## src/mbe_pkg.sv

```systemverilog
package mbe_pkg;

	// Fixed-point format of z and c
	localparam int FRAC_BITS = 28;
	localparam int C_W       = 32;
	localparam int CNT_W     = 16;

	// z parts stay below 2^(FRAC_BITS+2) + 2^(C_W-1) in magnitude after any update
	localparam int Z_W    = ((FRAC_BITS + 2 > C_W - 1) ? FRAC_BITS + 2 : C_W - 1) + 2;
	// multiplier operand: a part below 2 in magnitude, signed
	localparam int OP_W   = FRAC_BITS + 2;
	localparam int PROD_W = 2 * OP_W;

	localparam logic signed [Z_W-1:0] TWO_Z =
		{{(Z_W-1){1'b0}}, 1'b1} << (FRAC_BITS + 1);
	localparam logic signed [Z_W-1:0] NEG_TWO_Z = -TWO_Z;
	localparam logic signed [PROD_W-1:0] FOUR_P =
		{{(PROD_W-1){1'b0}}, 1'b1} << (2 * FRAC_BITS + 2);

	// register port
	localparam int APB_DW    = 32;
	localparam int ADDR_W    = 3;
	localparam int REG_IDX_W = ADDR_W - 2;
	localparam logic [REG_IDX_W-1:0] REG_MAX_ITER = '0;
	localparam logic [CNT_W-1:0] MAX_ITER_RESET = 16'd256;

	typedef struct packed {
		logic load;  // take a new point, clear z and the count
		logic mul;   // form the squares and the cross product
		logic upd;   // write back the new z, advance the count
		logic done;  // hand the count to the output word
	} mbe_cmd_t;

	typedef struct packed {
		logic at_limit;
		logic escape;
	} mbe_sts_t;

endpackage

```

## src/mbe_ctrl.sv

```systemverilog
module mbe_ctrl import mbe_pkg::*; (
	input  logic     clk,
	input  logic     arst_n,
	input  logic     in_valid,
	output logic     in_ready,
	input  logic     out_free,
	input  mbe_sts_t sts,
	output mbe_cmd_t cmd
);

	localparam logic [1:0] S_IDLE = 2'd0;
	localparam logic [1:0] S_MUL  = 2'd1;
	localparam logic [1:0] S_UPD  = 2'd2;
	localparam logic [1:0] S_FIN  = 2'd3;

	logic [1:0] state_q, state_d;

	always_comb begin
		state_d  = state_q;
		cmd      = '0;
		in_ready = 1'b0;
		unique case (state_q)
			S_IDLE: begin
				in_ready = 1'b1;
				if (in_valid) begin
					cmd.load = 1'b1;
					state_d  = S_MUL;
				end
			end
			S_MUL: begin
				// limit test comes before every step
				if (sts.at_limit) begin
					state_d = S_FIN;
				end else begin
					cmd.mul = 1'b1;
					state_d = S_UPD;
				end
			end
			S_UPD: begin
				if (sts.escape) begin
					state_d = S_FIN;
				end else begin
					cmd.upd = 1'b1;
					state_d = S_MUL;
				end
			end
			S_FIN: begin
				// hold until the output word is free
				if (out_free) begin
					cmd.done = 1'b1;
					state_d  = S_IDLE;
				end
			end
			default: begin
				state_d = S_IDLE;
			end
		endcase
	end

	always_ff @(posedge clk or negedge arst_n) begin
		if (!arst_n) begin
			state_q <= S_IDLE;
		end else begin
			state_q <= state_d;
		end
	end

endmodule
```

## config.mk

```make
export PLATFORM = sky130hd
export DESIGN_NAME = mbe_ctrl
export DESIGN_NICKNAME = d
export VERILOG_FILES = /design/src/mbe_pkg.sv /design/src/mbe_ctrl.sv
export SDC_FILE = /design/constraint.sdc
export NUM_CORES = 1
export LEC_CHECK = 0
export BUFFER_PORTS_ARGS = -buffer_cell sky130_fd_sc_hd__buf_2
export CAP_MARGIN = 5
export CORE_AREA = 2 2 39 41
export DETAILED_ROUTE_END_ITERATION = 12
export DIE_AREA = 0 0 41 43
export GPL_ROUTABILITY_DRIVEN = 0
export PLACE_DENSITY = 0.31
export SLEW_MARGIN = 15
export SYNTH_ARGS = -nofsm -noshare
export SYNTH_HDL_FRONTEND = slang
export SYNTH_SLANG_ARGS = --single-unit
```

## constraint.sdc

```tcl
create_clock -name clk -period 1.9 [get_ports clk]
set_clock_uncertainty 0.15 [all_clocks]
set_input_delay 0.38 -clock clk [delete_from_list [all_inputs] [get_ports clk]]
set_output_delay 0.38 -clock clk [all_outputs]
set_load 0.02 [all_outputs]
```

==> PnR_summary.wiki <==
{| class="wikitable"
! Metric !! Value
|-
| Status || complete, no violations
|-
| Via count || 140
|-
| Number of flip-flops in the largest register || 2
|-
| Largest registers ranked by flip-flop count || state_q (2)
|-
| Relative max-transition margin || between 80% and 90%
|-
| Beginning of the worst register-to-register path || state_q[0]
|-
| Number of nets at the end of the flow || 34
|-
| Adder and majority gate portion of the synthesized area || 0%
|-
| VDD IR max || approximately 0.26 mV
|-
| Post-CTS Setup Repair Bufs || 0
|-
| Via-per-instance ratio || 3.33
|-
| Area growth from synthesis to layout || 92.1%
|-
| Mean post-synth cell area || a little over 9 µm²
|-
| Cell Pwr Density || 1520 nW/µm²
|-
| Hold-fix buffers at CTS || 1
|-
| Slew at the pin with the worst max-slew slack || ~0.17 ns
|-
| Cell at the root of the clock tree || clkbuf_4
|-
| Most frequent cells in the layout || buf_2, clkbuf_4, nor2_1, dfrtp_1
|-
| Die area || between 1500 and 2000 µm²
|-
| Final instance area || roughly 210 µm²
|-
| Total congestion overflow || 0
|-
| Mapped Cells || 12
|-
| Required time at the endpoint of the critical path || approximately 1.4 ns
|-
| Chip Width || 41 µm
|-
| Clk pwr share || 30.0%
|-
| Quantity of gates resized following cts || 0
|-
| Compound-cell area share of the yosys netlist || between 10% and 20%
|-
| Antenna diode instance count || 0
|-
| Switching Power || approximately 0.13 mW
|-
| Share of total power consumed by net switching || about two fifths
|-
| Final WL || approximately 360 µm
|-
| Number of cells on the worst hold path || 3
|-
| Highest Clock Rate || around 630 MHz
|-
| Synth Warn # || 0
|-
| Layout filler cell count || 160
|-
| Area taken by multi-input logic gates || between 50 and 60 µm²
|-
| Maximum fanout encountered on the critical timing path || 5
|-
| Worst hold path type || input pin to flop
|-
| Post-layout min period || approximately 1.6 ns
|-
| Power after layout || about 0.32 mW
|-
| Flip-flop and latch count after synthesis || 2
|-
| Min-delay src || sts[0]
|-
| Crit path max-delay cell type || dfrtp_1
|-
| Synthesized net count || 18
|-
| Static leakage || 0.116 nW
|-
| Xor/xnor share of the synthesized area || 0%
|-
| Netlist area before placement || about 110 µm²
|-
| Starting DRT DRC Count || 1
|-
| Maximum buffer depth of the clock tree || 2
|-
| Total of max-cap violations || 0
|-
| Register containing the most flip-flops in the final layout || state_q
|-
| Critical setup path kind || flop to primary output
|-
| Number of H-tree levels || 1
|-
| Final Hold Vio Count || 0
|-
| Critical path, cell by cell || inv_1 -> nor3_1 -> buf_2
|-
| Share of layout cells above drive strength 1 || between 50% and 60%
|-
| Final-report max-slew violation count || 0
|-
| Clock sinks || 2
|-
| Clock latency at the later pin of the worst-skew pair || approximately 0.23 ns
|-
| Largest net degree at the start of global routing || 7
|-
| First element of the critical path || state_q[1]
|-
| Combinational fraction of design power || between 40% and 50%
|-
| Cell Int Power || 0.191 mW
|-
| RSZ-0062 raised after global routing || false
|-
| Total track usage || roughly 5.6%
|-
| Sequential element share of the synthesized area || roughly 45%
|-
| Worst setup SP type || flop
|-
| Number of cells on the worst reg-to-reg path || 2
|-
| Wire length of the first global-routing pass || 552 µm
|-
| Worst setup path endpoint || cmd[1]
|-
| CP peak stage delay || ~0.38 ns
|-
| First-pass iteration count of the detailed router || 2
|-
| Io pins || 11
|-
| Sequential cell fraction of total power || 27.9%
|-
| Effective utilization at floorplan || between 8 and 9%
|-
| Area used by sequential logic in the layout || 50.0 µm²
|-
| Final clock period utilization by the worst path || between 80 and 90%
|-
| Setup Total Neg Slack || 0 ns
|-
| Critical path arrival || around 1.1 ns
|-
| Basic-gate share of the synthesized area counting and, or, nand and nor cells || a little under a third
|-
| Num rows || 14
|-
| Number of antenna violations at the first check in global routing || 0
|-
| Critical path capture point type || primary output
|-
| Count of endpoints failing setup in the final report || 0
|-
| Standard cell core area || approximately 1400 µm²
|-
| Clock tree from TritonCTS || built
|-
| R2R Path End || state_q[0]
|-
| Dominant combinational cell family by area after synthesis || simple AND/OR/NAND/NOR gates
|-
| Remaining routing DRC violations || 0
|-
| Commonest non-fill, non-tap cell in the layout || buf_2
|-
| Total placed instance area || between 150 and 200 µm²
|-
| Via count of the first global-routing pass || between 100 and 150
|-
| Distinct cell type count after synthesis || 10
|-
| Quantity of I/O buffers inserted on ports || 10
|-
| Number of routed nets with antenna violations || 0
|-
| Cts bufs inserted || 3
|-
| Average detailed-routed wire length per instance || 8.64 µm
|-
| Clock-pin transition on the worst setup and hold timing paths || 0.03 ns
|-
| Fraction of synthesized area in multiplexers || 8.99%
|-
| Die Ht || ~43 µm
|-
| R2R setup slack || around 0.91 ns
|}
[critical path, delay by kind of cell, from the launching register on]
kind / cells / cell delay (ns)
buffers and inverters: 2 / 0.27
flip-flops: 1 / 0.38
AND/OR/NAND/NOR: 1 / 0.17
[cell families after synthesis]
logic type | Yosys count
DFF | 2
muxes | 1
buffers and inverters | 1
and+or+nand+nor | 6
AOI/OAI and AO/OA | 2
[metrics by stage]
stage	worst slack [ns]	cells	utilization [%]	hold WS, ns
floorplan	0.350	12	-	-0.0656
global placement	0.504	38	13.1	0.0170
detailed placement	0.497	38	13.1	0.0177
CTS	0.275	42	15.5	0.270
global route	0.221	42	15.5	0.303
finish	0.309	42	15.5	0.274
[worst min path at each step]
stage	end	slack, ns
floorplan	state_q[0]	-0.07
global placement	state_q[1]	0.02
detailed placement	state_q[0]	0.02
CTS	state_q[1]	0.27
global route	state_q[1]	0.30
finish	state_q[1]	0.27
[routing by layer]
layer | part of all wire, % | track usage, % | up-vias
met2 | 26 | 4.38 | 13
met3 | 20 | 4.71 | 2
met1 | 49 | 6.75 | 56
met4 | 3.9 | 8.00 | 0
met5 | 0 | 0 | -
li1 | - | - | 69
[power by group through the flow]
| stage | Sequential [mW] | Combinational (mW) | Clock, mW |
|---|---|---|---|
| floorplan | 0.0855 | 0.0968 | 0 |
| global placement | 0.0903 | 0.134 | 0 |
| detailed placement | 0.0913 | 0.137 | 0 |
| CTS | 0.0908 | 0.139 | 0.102 |
| global route | 0.0970 | 0.150 | 0.103 |
| finish | 0.0904 | 0.137 | 0.0972 |
[cells in the mapped netlist]
cell type	n	area [µm²]
nor3b_1	1	7.51
and3_2	1	7.51
nor3_1	1	5.00
a21oi_1	1	5.00
nor2_1	2	7.51
a21oi_2	1	8.76
dfrtp_1	2	50.1
and2_1	1	6.26
mux2i_1	1	10.0
inv_1	1	3.75
[layout make-up]
cell class / count / area share [%]
inverters: 1 / 1.75
multi-input cells: 9 / 26.9
clock buffers: 3 / 10.5
flip-flops and latches: 2 / 23.4
repair buffers: 11 / 28.1
well taps: 16 / 9.36
No activity file was read; power rests on OpenSTA's default activity.
